### config.mk
export PLATFORM = sky130hd
export DESIGN_NAME = fdxb_frame_builder_core
export DESIGN_NICKNAME = d
export VERILOG_FILES = /design/src/sv/fdxb_pkg.sv /design/src/sv/fdxb_front.sv /design/src/sv/fdxb_queue.sv /design/src/sv/fdxb_back.sv /design/src/sv/fdxb_frame_builder_core.sv
export SDC_FILE = /design/constraint.sdc
export NUM_CORES = 1
export LEC_CHECK = 0
export BUFFER_PORTS_ARGS = -buffer_cell sky130_fd_sc_hd__buf_2
export CORE_AREA = 2 2 237 181
export CTS_CLUSTER_SIZE = 28
export DETAILED_ROUTE_END_ITERATION = 8
export DIE_AREA = 0 0 239 183
export PLACE_DENSITY_LB_ADDON = 0.12
export SYNTH_ARGS = -nofsm -noshare
export SYNTH_HDL_FRONTEND = slang
export SYNTH_SLANG_ARGS = --single-unit
### constraint.sdc
create_clock -name clk -period 6 [get_ports clk]
set_clock_uncertainty 0.15 [all_clocks]
set_input_delay 0.9 -clock clk [delete_from_list [all_inputs] [get_ports clk]]
set_output_delay 0.9 -clock clk [all_outputs]
set_load 0.02 [all_outputs]
### src/sv/fdxb_pkg.sv
`timescale 1ns / 1ps
// ----------------------------------------------------------------------------
// fdxb_pkg
// Shared types, constants and the CRC column function for the FDX-B frame
// builder.
// ----------------------------------------------------------------------------
`default_nettype none

package fdxb_pkg;

  localparam int FRAME_BITS     = 128;
  localparam int DATA_BITS      = 104;
  localparam int CRC_DATA_BITS  = 64;
  localparam int PREAMBLE_ZEROS = 10;
  localparam int FIRST_GROUP    = 11;
  localparam int GROUP_STRIDE   = 9;
  localparam int WORD_BITS      = 32;
  localparam int QUEUE_DEPTH    = 2;
  localparam int QPTR_W         = $clog2(QUEUE_DEPTH);
  localparam int QCNT_W         = $clog2(QUEUE_DEPTH + 1);

  localparam logic [15:0] CRC_POLY  = 16'h8408;
  localparam logic [1:0]  WORD_LAST = 2'd3;

  // data bit positions of the fields
  localparam int NAT_POS  = 0;
  localparam int CTY_POS  = 38;
  localparam int EXTF_POS = 48;
  localparam int ANIM_POS = 63;
  localparam int CRC_POS  = 64;
  localparam int EXT_POS  = 80;

  typedef struct packed {
    logic [37:0] national_code;
    logic [9:0]  country_code;
    logic        animal_flag;
    logic        extended_flag;
    logic [23:0] extended_data;
  } in_item_t;

  typedef struct packed {
    logic [31:0] frame_word;
    logic [1:0]  word_index;
    logic        last_word;
  } out_item_t;

  // frame bit 0 is the first one on the air
  typedef logic [0:FRAME_BITS-1] frame_t;

  typedef struct packed {
    logic empty;
    logic full;
  } q_stat_t;

  // crc contribution of one set data bit (crc is linear with zero init)
  function automatic logic [15:0] crc_col(input int k);
    logic [15:0] c;
    logic [7:0]  b;
    c = '0;
    for (int i = 0; i < 8; i++) begin
      b = (i == (k >> 3)) ? (8'h80 >> (k & 7)) : 8'h00;
      c = c ^ {8'h00, b};
      for (int j = 0; j < 8; j++) begin
        c = c[0] ? ((c >> 1) ^ CRC_POLY) : (c >> 1);
      end
    end
    return c;
  endfunction

endpackage

`default_nettype wire

### src/sv/fdxb_front.sv
`timescale 1ns / 1ps
// ----------------------------------------------------------------------------
// fdxb_front
// Takes identity transfers into a stage register, lays out the data bits,
// computes the CRC and builds the 128-bit frame for the queue.
// ----------------------------------------------------------------------------
`default_nettype none

module fdxb_front (
  input  wire logic              clk,
  input  wire logic              rst_n,
  input  wire logic              in_valid,
  output logic                   in_stall,
  input  wire fdxb_pkg::in_item_t in_data,
  input  wire fdxb_pkg::q_stat_t q_stat,
  output logic                   push,
  output fdxb_pkg::frame_t       push_frame
);

  logic               stage_v_r, stage_v_nxt;
  fdxb_pkg::in_item_t stage_r;
  logic               take;

  logic [fdxb_pkg::DATA_BITS-1:0]     d;
  logic [fdxb_pkg::CRC_DATA_BITS-1:0] d_lo;
  logic [15:0]                        crc;
  logic [15:0]                        term [fdxb_pkg::CRC_DATA_BITS];

  // handshake
  assign in_stall = stage_v_r && q_stat.full;
  assign take     = in_valid && !in_stall;
  assign push     = stage_v_r && !q_stat.full;

  always_comb begin
    stage_v_nxt = stage_v_r;
    if (take) begin
      stage_v_nxt = 1'b1;
    end else if (push) begin
      stage_v_nxt = 1'b0;
    end
  end

  always_ff @(posedge clk) begin
    if (!rst_n) begin
      stage_v_r <= 1'b0;
    end else begin
      stage_v_r <= stage_v_nxt;
    end
  end

  always_ff @(posedge clk) begin
    if (take) begin
      stage_r <= in_data;
    end
  end

  // first eight groups: identity, flags, reserved zeros
  always_comb begin
    d_lo = '0;
    d_lo[fdxb_pkg::NAT_POS +: 38] = stage_r.national_code;
    d_lo[fdxb_pkg::CTY_POS +: 10] = stage_r.country_code;
    d_lo[fdxb_pkg::EXTF_POS]      = stage_r.extended_flag;
    d_lo[fdxb_pkg::ANIM_POS]      = stage_r.animal_flag;
  end

  // crc as an xor tree over constant columns
  for (genvar k = 0; k < fdxb_pkg::CRC_DATA_BITS; k++) begin : g_col
    localparam logic [15:0] COL = fdxb_pkg::crc_col(k);
    assign term[k] = d_lo[k] ? COL : 16'h0000;
  end

  always_comb begin
    crc = '0;
    for (int k = 0; k < fdxb_pkg::CRC_DATA_BITS; k++) begin
      crc = crc ^ term[k];
    end
  end

  // full data word
  always_comb begin
    d = '0;
    d[fdxb_pkg::CRC_DATA_BITS-1:0] = d_lo;
    d[fdxb_pkg::CRC_POS +: 16]     = crc;
    d[fdxb_pkg::EXT_POS +: 24]     = stage_r.extended_data;
  end

  // frame layout: preamble, groups with one markers
  always_comb begin
    push_frame = '1;
    for (int f = 0; f < fdxb_pkg::PREAMBLE_ZEROS; f++) begin
      push_frame[f] = 1'b0;
    end
    for (int k = 0; k < fdxb_pkg::DATA_BITS; k++) begin
      push_frame[fdxb_pkg::FIRST_GROUP + fdxb_pkg::GROUP_STRIDE * (k >> 3) + (k & 7)] = d[k];
    end
  end

endmodule

`default_nettype wire

### src/sv/fdxb_queue.sv
`timescale 1ns / 1ps
// ----------------------------------------------------------------------------
// fdxb_queue
// Short frame queue between the encoder front and the word sequencer.
// ----------------------------------------------------------------------------
`default_nettype none

module fdxb_queue (
  input  wire logic             clk,
  input  wire logic             rst_n,
  input  wire logic             push,
  input  wire fdxb_pkg::frame_t push_frame,
  input  wire logic             pop,
  output fdxb_pkg::frame_t      head,
  output fdxb_pkg::q_stat_t     q_stat
);

  fdxb_pkg::frame_t              mem_r [fdxb_pkg::QUEUE_DEPTH];
  logic [fdxb_pkg::QPTR_W-1:0]   wr_ptr_r, wr_ptr_nxt;
  logic [fdxb_pkg::QPTR_W-1:0]   rd_ptr_r, rd_ptr_nxt;
  logic [fdxb_pkg::QCNT_W-1:0]   count_r, count_nxt;

  assign q_stat.empty = (count_r == '0);
  assign q_stat.full  = (count_r == fdxb_pkg::QCNT_W'(fdxb_pkg::QUEUE_DEPTH));
  assign head         = mem_r[rd_ptr_r];

  // pointer and count update
  always_comb begin
    wr_ptr_nxt = wr_ptr_r;
    rd_ptr_nxt = rd_ptr_r;
    count_nxt  = count_r;
    if (push) begin
      wr_ptr_nxt = (wr_ptr_r == fdxb_pkg::QPTR_W'(fdxb_pkg::QUEUE_DEPTH - 1)) ?
                   '0 : wr_ptr_r + 1'b1;
    end
    if (pop) begin
      rd_ptr_nxt = (rd_ptr_r == fdxb_pkg::QPTR_W'(fdxb_pkg::QUEUE_DEPTH - 1)) ?
                   '0 : rd_ptr_r + 1'b1;
    end
    if (push && !pop) begin
      count_nxt = count_r + 1'b1;
    end else if (pop && !push) begin
      count_nxt = count_r - 1'b1;
    end
  end

  always_ff @(posedge clk) begin
    if (!rst_n) begin
      wr_ptr_r <= '0;
      rd_ptr_r <= '0;
      count_r  <= '0;
    end else begin
      wr_ptr_r <= wr_ptr_nxt;
      rd_ptr_r <= rd_ptr_nxt;
      count_r  <= count_nxt;
    end
  end

  // entry storage
  always_ff @(posedge clk) begin
    if (push) begin
      mem_r[wr_ptr_r] <= push_frame;
    end
  end

endmodule

`default_nettype wire

### src/sv/fdxb_back.sv
`timescale 1ns / 1ps
// ----------------------------------------------------------------------------
// fdxb_back
// Word sequencer: cuts the head frame into four 32-bit words and holds each
// in the output register until its transfer.
// ----------------------------------------------------------------------------
`default_nettype none

module fdxb_back (
  input  wire logic              clk,
  input  wire logic              rst_n,
  input  wire fdxb_pkg::frame_t  head,
  input  wire fdxb_pkg::q_stat_t q_stat,
  output logic                   pop,
  output logic                   out_valid,
  input  wire logic              out_stall,
  output fdxb_pkg::out_item_t    out_data
);

  logic                out_valid_r, out_valid_nxt;
  fdxb_pkg::out_item_t out_data_r, out_data_nxt;
  logic [1:0]          idx_r, idx_nxt;
  logic                slot_free;
  logic                load;

  assign slot_free = !out_valid_r || !out_stall;
  assign load      = slot_free && !q_stat.empty;
  assign pop       = load && (idx_r == fdxb_pkg::WORD_LAST);

  // next word and output register
  always_comb begin
    out_valid_nxt = out_valid_r;
    idx_nxt       = idx_r;
    out_data_nxt  = out_data_r;
    if (load) begin
      out_valid_nxt           = 1'b1;
      idx_nxt                 = idx_r + 1'b1;
      out_data_nxt.frame_word = head[{idx_r, 5'b00000} +: fdxb_pkg::WORD_BITS];
      out_data_nxt.word_index = idx_r;
      out_data_nxt.last_word  = (idx_r == fdxb_pkg::WORD_LAST);
    end else if (slot_free) begin
      out_valid_nxt = 1'b0;
    end
  end

  always_ff @(posedge clk) begin
    if (!rst_n) begin
      out_valid_r <= 1'b0;
      idx_r       <= '0;
    end else begin
      out_valid_r <= out_valid_nxt;
      idx_r       <= idx_nxt;
    end
  end

  always_ff @(posedge clk) begin
    out_data_r <= out_data_nxt;
  end

  assign out_valid = out_valid_r;
  assign out_data  = out_data_r;

endmodule

`default_nettype wire

### src/sv/fdxb_frame_builder_core.sv
`timescale 1ns / 1ps
// ----------------------------------------------------------------------------
// fdxb_frame_builder_core
// FDX-B transmit frame encoder: one tag identity in, four 32-bit frame words
// out, first transmitted bit at the MSB of word 0.
// Path: an identity passes the stage register, a queue entry and the output
// register. Throughput: one word per cycle while out_stall is low, set by the
// output word sequencer; the two-frame queue lets the input run ahead.
// Reset: synchronous, active low; clears the stage, queue and sequencer
// control state, no clearing pass.
// ----------------------------------------------------------------------------
`default_nettype none

module fdxb_frame_builder_core (
  input  wire logic                clk,
  input  wire logic                rst_n,
  input  wire logic                in_valid,
  output logic                     in_stall,
  input  wire fdxb_pkg::in_item_t  in_data,
  output logic                     out_valid,
  input  wire logic                out_stall,
  output fdxb_pkg::out_item_t      out_data
);

  logic              push;
  logic              pop;
  fdxb_pkg::frame_t  push_frame;
  fdxb_pkg::frame_t  head;
  fdxb_pkg::q_stat_t q_stat;

  // encoder front
  fdxb_front u_front (
    .clk        (clk),
    .rst_n      (rst_n),
    .in_valid   (in_valid),
    .in_stall   (in_stall),
    .in_data    (in_data),
    .q_stat     (q_stat),
    .push       (push),
    .push_frame (push_frame)
  );

  // frame queue
  fdxb_queue u_queue (
    .clk        (clk),
    .rst_n      (rst_n),
    .push       (push),
    .push_frame (push_frame),
    .pop        (pop),
    .head       (head),
    .q_stat     (q_stat)
  );

  // word sequencer
  fdxb_back u_back (
    .clk       (clk),
    .rst_n     (rst_n),
    .head      (head),
    .q_stat    (q_stat),
    .pop       (pop),
    .out_valid (out_valid),
    .out_stall (out_stall),
    .out_data  (out_data)
  );

  // words of one frame follow in order once a non-final word transfers
  a_word_order: assert property (@(posedge clk) disable iff (!rst_n)
    out_valid && !out_stall && !out_data.last_word |=>
      out_valid && (out_data.word_index == $past(out_data.word_index) + 2'd1))
    else $error("frame words out of order");

  // last flag marks exactly the final word
  a_last_flag: assert property (@(posedge clk) disable iff (!rst_n)
    out_valid |-> (out_data.last_word == (out_data.word_index == fdxb_pkg::WORD_LAST)))
    else $error("last_word does not match word_index");

  // no push into a full queue, no pop from an empty one
  a_queue_guard: assert property (@(posedge clk) disable iff (!rst_n)
    !(push && q_stat.full) && !(pop && q_stat.empty))
    else $error("queue overflow or underflow");

endmodule

`default_nettype wire

---- Yosys cells after proc, flatten, opt, wreduce, memory -nomap -nowiden ----
Memory sizes are Yosys's and may differ from the RTL's. A register that Yosys moved wholly into a read port is not among the register bits.
Cells that the tools add are included.
word-level totals
  register bits ........................... 117
  bits in latches ......................... 0
  memory bits (writable) .................. 180
  ROM bits ................................ 0
  word-level logic and storage cells ...... 154
  memories ................................ 1
operators by class
  add/subtract/negate cells ............... 5
  multiply operators ...................... 0
  divide/modulo/power cells ............... 0
  $lt $le $gt $ge ......................... 0
  equality and inequality tests ........... 2
  shift-type cells ........................ 1
  muxes and demuxes ....................... 62
  bitwise logic cells ..................... 50
  reductions and logical operators ........ 19
memories
  memory         depth  bits a word  read ports  clocked after Yosys merged registers in  write ports  line              RTL
  u_queue.mem_r  2      90           1           1                                        1            fdxb_queue.sv:18  fdxb_pkg::frame_t mem_r [fdxb_pkg::QUEUE_DEPTH];
operators with widths
  operator                                                            number
  16-bit bitwise XOR                                                  48
  16-bit two-way mux                                                  19
  15-bit two-way mux                                                  10
  128-bit by 8-bit variable part select with 129-bit output           1
  14-bit two-way mux                                                  6
  13-bit two-way mux                                                  6
  12-bit two-way mux                                                  4
  11-bit two-way mux                                                  3
  10-bit two-way mux                                                  2
  16-bit by 13-bit bitwise XOR with 16-bit output                     1
  1-bit two-way mux                                                   10
  7-bit inverter with 8-bit output                                    1
  1-bit logical AND                                                   7
  1-bit logical NOT                                                   7
  2-bit nonzero test                                                  3
  2-bit by 1-bit adder with 2-bit output, second input constant       2
  2-bit == test, second input constant                                2
  2-bit two-way mux                                                   2
  1-bit adder, second input constant                                  2
  2-bit logical NOT                                                   1
  2-bit by 1-bit subtractor with 2-bit output, second input constant  1
  1-bit logical OR                                                    1

---- Depth between registers and ports, before layout ----
Gate-level depths: netlist of run 1.
  word-level depth ........................ 50
  depth in mapped cells ................... 7
  mapped depth without buffers ............ 7

---- Modules after synthesis ----
Synthesis of run 1 repeated with hierarchy kept, for this count alone.
second synthesis, totals
  cell total of the unflattened synthesis .. 770
  area, all modules ....................... 16,016.6 um^2
by module, submodules not included
  module      times used  cells each  area an instance (um^2)
  fdxb_queue  1           420         9,501.6
  fdxb_front  1           261         4,505.6
  fdxb_back   1           89          2,009.4

---- Worst setup path before layout of run 1 ----
No wires, ideal clock.
  path type ............................... reg2reg
  start point ............................. register u_queue.count_r[0] in the netlist's numbering
  end point ............................... memory u_queue.mem_r[0][0] in the netlist's numbering, enable pin
  library setup time ...................... 0.539 ns
  data arrival time ....................... 4.387 ns
  required time ........................... 5.311 ns
  path slack .............................. 0.923 ns
  cell stages (with the launch flop) ...... 4
  buffers on the path ..................... 0
  clock period less this slack ............ 5.077 ns
  cell sequence ........................... dfxtp_1 -> nand2b_1 -> nand2_1 -> nor2_1
on the way
  cells in the longest elaborated chain, start to end .. 5
ends and longest elaborated chain
  item                                     line              RTL
  start, declared                          fdxb_queue.sv:21  logic [fdxb_pkg::QCNT_W-1:0] count_r, count_nxt;
  start signal, assigned                   fdxb_queue.sv:55  count_r <= count_nxt;
  2-bit == test                            fdxb_queue.sv:24  assign q_stat.full = (count_r == fdxb_pkg::QCNT_W'(fdxb_pkg::QUEUE_DEPTH));
  1-bit logical NOT                        fdxb_front.sv:32  assign push = stage_v_r && !q_stat.full;
  1-bit logical AND                        fdxb_front.sv:32
  1-bit two-way mux                        fdxb_queue.sv:61  if (push) begin
  1-bit two-way mux (not written as such)  fdxb_queue.sv:62  mem_r[wr_ptr_r] <= push_frame;
  end, declared                            fdxb_queue.sv:18
No other way between the ends.

---- Worst setup path after layout of run 1 ----
  start point ............................. register u_queue.count_r[0] in the netlist's numbering
  end point ............................... register u_front.stage_r (netlist bit u_front.push_frame[107]), enable pin
on the way
  cells in the longest elaborated chain, start to end .. 4
ends and longest elaborated chain
  item                  line              RTL
  2-bit == test         fdxb_queue.sv:24
  1-bit logical AND     fdxb_front.sv:30  assign in_stall = stage_v_r && q_stat.full;
  1-bit logical NOT     fdxb_front.sv:31  assign take = in_valid && !in_stall;
  1-bit logical AND     fdxb_front.sv:31
  end signal, assigned  fdxb_front.sv:53  stage_r <= in_data;
  end, declared         fdxb_front.sv:21  fdxb_pkg::in_item_t stage_r;
No other way between the ends.
A chain may end at the register's enable or synchronous reset.

==> flow_metrics.tcl, run 1 <==
set metrics [dict create \
    drtPass1Iterations 4 \
    synth-edff-count 289 \
    io_buffers 114 \
    die_h_um 183 \
    path_class "flop to flop" \
    ant_nets 0 \
    clock_sinks 298 \
    register_area_um2 8865 \
    area_growth_pct 19.01 \
    synth-seq-cells 298 \
    min_period_ns 2.878 \
    cts_tree "done" \
    grt_use_total 0.1333 \
    layout-drive-gt1-share 0.3054 \
    ctsHoldBuffers 0 \
    grtUsageMet1 0.1894 \
    synth_cells 605 \
    leakagePower_nw 5.145 \
    start_kind "flop" \
    synth_cell_types 34 \
    async_reset_ff_frac 0 \
    initial_core_util 0.2969 \
    critPathMaxFanout 42 \
    critPathRequiredTime_ns 6.04 \
    post-cts-setup-buffers 0 \
    grt_pass1_vias 6258 \
    globalplace.congestion 0.8332 \
    crit_path_end_kind "flop" \
    grt_pass1_wl_mm 42.21 \
    fmax_ghz 0.3474 \
    status "finished, final reports clean" \
    rows 65 \
    finalWirelength_mm 28.78 \
    hold_violations 0 \
    cts_buffers 31 \
    syn_nets 685 \
    clock-root-buffer "clkbuf_16" \
    mappedNetlistArea_um2 12310 \
    vias 5707 \
    grt_use_met3 0.02634 \
    slew_headroom 0.2473 \
    fill_cells 3890 \
    io_pins 115 \
    cts.clk_slew.worst_paths_ns 0.06 \
    drt_iter0_markers 324 \
    grt_setup_unrepaired "no" \
    tns_ns 0 \
    nNetsFinal 820 \
    antenna_found_initial 0 \
    slew_viol_final 0 \
    min_path_type "flop to flop" \
    synth_seq_area_share 0.7194 \
    clock_path_buffers 3 \
    critPathArrivalTime_ns 2.92 \
    h-tree-depth 1 \
    hpwl_mm 19.70 \
    synth-main-ff-cell "edfxtp_1" \
    grt_max_degree 52 \
    period_share 0.4797 \
    met2_usage 0.2130 \
    avgSynthCellArea_um2 20.35 \
    yosys_warnings 0 \
    dieWidth_um 239 \
    core_area_um2 41480 \
    grt_remaining_overflow 0 \
    die-area_um2 43740 \
    drv_cap 0 \
    drc_errors 0 \
    multi_input_area_um2 3388 \
    worstMarginPinSlew_ns 1.127 \
    post_cts_resized 0 \
    power_density_nw_per_um2 391.7 \
    setup_viol 0 \
    ir_drop_uv 214.1 \
    insertion_delay_ns 0.57 \
    globalRoute.busiestLayer "met2" \
    vias_per_cell 4.390 \
    total_power_mw 5.740 \
    avgRoutedWirePerCell_um 22.14 \
]
==> cell usage in the layout (no fill, tap or decap), drive strengths merged, types with 12 or more instances in the layout <==
| master | instances |
|---|---|
| clkbuf | 35 |
| mux2i | 12 |
| xnor2 | 85 |
| mux2 | 17 |
| clkinv | 12 |
| xnor3 | 36 |
| buf | 122 |
| edfxtp | 289 |
| xor2 | 28 |
| mux4 | 33 |
==> registers in the layout (all words and copies together), names as in the netlist, named ones only <==
| signal | cells |
|---|---|
| u_back.idx_r | 2 |
| u_back.out_data | 35 |
| u_back.out_valid | 1 |
| u_front.push_frame | 74 |
| u_front.stage_v_r | 1 |
| u_queue.count_r | 2 |
| u_queue.mem_r | 180 |
| u_queue.rd_ptr_r | 1 |
| u_queue.wr_ptr_r | 1 |
==> worst max-delay path, cell delays in order, from the launching register on <==
cell and delay [ns]:
dfxtp_1 0.47, nand2b_1 0.19, nor2_1 0.10, nor2b_4 0.86, buf_4 0.64
==> cells in the mapped netlist, types with 2 or more instances <==
master,instances,area (µm²)
a21boi_0,2,15.01
and2_1,10,62.56
xnor2_1,81,709.4
xor3_1,2,47.55
a31oi_1,2,12.51
buf_2,6,30.03
mux2i_1,12,120.1
a211oi_1,5,37.54
nand2_1,8,30.03
a21oi_1,6,30.03
o21ai_0,5,25.02
o22a_1,2,17.52
clkbuf_1,13,48.80
dfxtp_1,9,180.2
ha_1,2,25.02
xnor2_2,4,65.06
o22ai_1,4,25.02
xnor3_1,34,765.7
xnor3_2,2,47.55
xor2_1,28,245.2
o21a_1,2,15.01
mux4_2,33,743.2
edfxtp_1,289,8678
nor2b_1,10,62.56
nor2_1,4,15.01
inv_1,6,22.52
mux2_2,17,191.4
==> where the power goes <==
group / internal [mW] / switching [mW] / leakage [nW]
Clock: 1.24 / 0.786 / 0.528
Sequential: 2.57 / 0.115 / 2.78
Combinational: 0.519 / 0.506 / 1.84
==> stage by stage <==
step             util  area, µm²  cells  hold slack (ns)  worst slack [ns]
2_1_floorplan       -      12310    605           0.2715            0.9234
3_3_place_gp   0.3273      13580   1243           0.2783             2.844
3_5_place_dp   0.3273      13580   1243           0.2824             2.803
4_1_cts        0.3533      14650   1299           0.2971             3.071
5_1_grt        0.3533      14650   1299           0.3072             2.935
6_report       0.3533      14660   1300           0.2949             3.122
==> kinds of logic (layout without fill, tap and decap cells) <==
group / Yosys count / count (layout) / synth area share
AOI/OAI and AO/OA: 31 / 31 / 0.01636
xor gates and xnor gates: 151 / 151 / 0.1527
adders and majority gates: 2 / 2 / 0.002032
buffers and inverters: 26 / 184 / 0.008535
DFF: 298 / 298 / 0.7194
muxes: 62 / 62 / 0.08565
other: 0 / 1 / 0
and+or+nand+nor: 35 / 35 / 0.01534
==> cell type report <==
type                    count  area share
flip-flops and latches    298      0.6049
multi-input cells         281      0.2312
clock buffers              35     0.05396
well taps                 536     0.04576
repair buffers            122     0.04303
clock inverters            21     0.01947
inverters                   6    0.001537
diodes                      1   0.0001708
==> routing by layer <==
| layer | vias up | wire length, µm | part of all wire |
|---|---|---|---|
| li1 | 2614 | - | - |
| met1 | 2945 | 13610 | 0.47 |
| met2 | 113 | 13250 | 0.46 |
| met3 | 35 | 1364 | 0.047 |
| met4 | 0 | 560 | 0.019 |
| met5 | - | 0 | 0 |
==> worst paths after layout <==
check | depth (start not counted) | slack [ns] | to | startpoint
worst max register to register | 4 | 3.12 | u_front.push_frame[107] | u_queue.count_r[0]
worst min register to register | 0 | 0.29 | u_queue.mem_r[1][6] | u_front.push_frame[7]
worst max-delay path | 4 | 3.12 | u_front.push_frame[107] | u_queue.count_r[0]
worst min-delay path | 0 | 0.29 | u_queue.mem_r[1][6] | u_front.push_frame[7]
No activity file was read; power rests on OpenSTA's default activity.
==> run 2: changes to the inputs <==
clock period = 2.8 ns   (was 6 ns; I/O delays follow)
==> flow_metrics.tcl, run 2 (synthesized netlist as in run 1, its figures left out) <==
set metrics [dict create \
    status "finished, final reports clean" \
    io_pins 115 \
    drtPass1Iterations 4 \
    clock_path_buffers 3 \
    hp-start "rst_n" \
    crit_path_end_kind "flop" \
    worst-r2r-cell-count 4 \
    antenna_found_initial 0 \
    cp_cell_sequence "xnor2_2 > xnor3_1 > xnor3_1 > xnor2_1" \
    hpwl_mm 21.56 \
    die_h_um 183 \
    min_path_type "input port to flop" \
    final_cell_mix "edfxtp_1 (289), buf_2 (114), xnor2_1 (81), dlygate4sd3_1 (75), clkbuf_16 (37)" \
    grt_pass1_wl_mm 45.62 \
    h-tree-depth 2 \
    slew_viol_final 0 \
    finalWirelength_mm 31.58 \
    die-area_um2 43740 \
    antenna_cells 0 \
    post_cts_resized 0 \
    ir_drop_uv 334.1 \
    core_area_um2 41480 \
    regMostFlops "u_queue.mem_r" \
    largest_reg_flops 180 \
    critPathMaxFanout 5 \
    setup_viol 0 \
    path_buf_inv 0 \
    layout-drive-gt1-share 0.3030 \
    rows 65 \
    cts_buffers 34 \
    drv_cap 0 \
    slew_headroom 0.5736 \
    path_class "flop to flop" \
    fmax_ghz 0.3646 \
    io_buffers 114 \
    nNetsFinal 923 \
    vias 6218 \
    worstMarginPinSlew_ns 0.6396 \
    initial_core_util 0.2969 \
    min_period_ns 2.743 \
    critPathRequiredTime_ns 2.95 \
    worst_path_largest_cell_delay_ns 0.58 \
    clock_sinks 298 \
    grt_use_total 0.1465 \
    final_common_cell "edfxtp_1" \
    drt_iter0_markers 367 \
    final_util 0.3798 \
    total_power_mw 12.72 \
    r2r_end "u_queue.mem_r[1][31]" \
    avgRoutedWirePerCell_um 22.49 \
    grt_max_degree 91 \
    path_common_cell "xnor3_1" \
    power_density_nw_per_um2 807.6 \
    reg2reg_from "u_front.push_frame[74]" \
    period_share 0.9795 \
    grt_setup_unrepaired "no" \
    dieWidth_um 239 \
    tns_ns 0 \
    vias_per_cell 4.429 \
    leakagePower_nw 5.635 \
    hold_path_depth 2 \
    insertion_delay_ns 0.52 \
    cts.clk_slew.worst_paths_ns 0.06 \
    reg2reg_slack_ns 0.06 \
    hold_violations 0 \
    grt_pass1_vias 6707 \
    min_to "u_front.stage_v_r" \
    area_growth_pct 27.92 \
    clock-root-buffer "clkbuf_16" \
    grt_remaining_overflow 0 \
    critPathTopFamily "XOR/XNOR gates" \
    ctsHoldBuffers 75 \
    post-cts-setup-buffers 0 \
    slowest_stage "xnor3_1" \
    fill_cells 3817 \
    ant_nets 0 \
    globalplace.congestion 0.8171 \
    start_kind "flop" \
    critPathArrivalTime_ns 2.89 \
    drc_errors 0 \
    cts_tree "done" \
]
[run 2: changes by cell type in the layout (fill, tap and decap cells not counted), moves of 2 or more]
cell	delta
dlygate4sd3_1	+75
buf_4	+18
buf_12	+7
clkbuf_16	+6
clkbuf_1	+4
clkinv_1	-4
bufinv_16	-3
clkinvlp_4	+2
[run 2: power by group]
| part | internal [mW] | switching, mW |
|---|---|---|
| clock | 2.79 | 1.79 |
| combinational | 1.24 | 1.16 |
| sequential | 5.51 | 0.225 |
[run 2: worst reg2reg max path, cell delays in order (launching register included)]
cell	delay (ns)
edfxtp_1	0.54
xnor2_2	0.55
xnor3_1	0.58
xnor3_1	0.41
xnor2_1	0.30
[run 2: final cells by class]
class / instances / area, µm² / area share
Sequential cell: 298 / 8865 / 0.5627
Multi-Input combinational cell: 281 / 3388 / 0.2151
Timing Repair Buffer: 222 / 1657 / 0.1052
Clock buffer: 45 / 955.9 / 0.06068
Tap cell: 536 / 670.6 / 0.04257
Clock inverter: 16 / 193.9 / 0.01231
Inverter: 6 / 22.52 / 0.001430
[run 2: through the flow]
step	std cells	hold WS [ns]	setup slack, ns	instance area, µm²
2_1_floorplan	605	0.2715	-0.05794	12340
3_3_place_gp	1268	0.2760	0.1110	13850
3_5_place_dp	1268	0.2857	0.1252	13850
4_1_cts	1404	0.03413	0.09911	15750
5_1_grt	1404	0.04168	0.02305	15750
6_report	1404	0.05997	0.05733	15750
[run 2: worst max path at each step]
stage          depth (start not counted)                   end              startpoint  slack [ns]
5_1_grt                                4  u_queue.mem_r[1][31]  u_front.push_frame[74]        0.02
2_1_floorplan                          5    u_queue.count_r[1]        u_back.out_valid       -0.06
3_5_place_dp                           4  u_queue.mem_r[1][31]  u_front.push_frame[74]        0.13
3_3_place_gp                           4  u_queue.mem_r[1][31]  u_front.push_frame[74]        0.11
6_report                               4  u_queue.mem_r[1][31]  u_front.push_frame[74]        0.06
4_1_cts                                4  u_queue.mem_r[1][31]  u_front.push_frame[74]         0.1
[run 2: metal layers]
metal,vias to the layer above,part of all wire,global-route usage
met5,-,0,0
met4,0,0.018,0.03725
met3,40,0.043,0.02498
met2,128,0.44,0.2229
met1,3235,0.50,0.2176
li1,2815,-,-
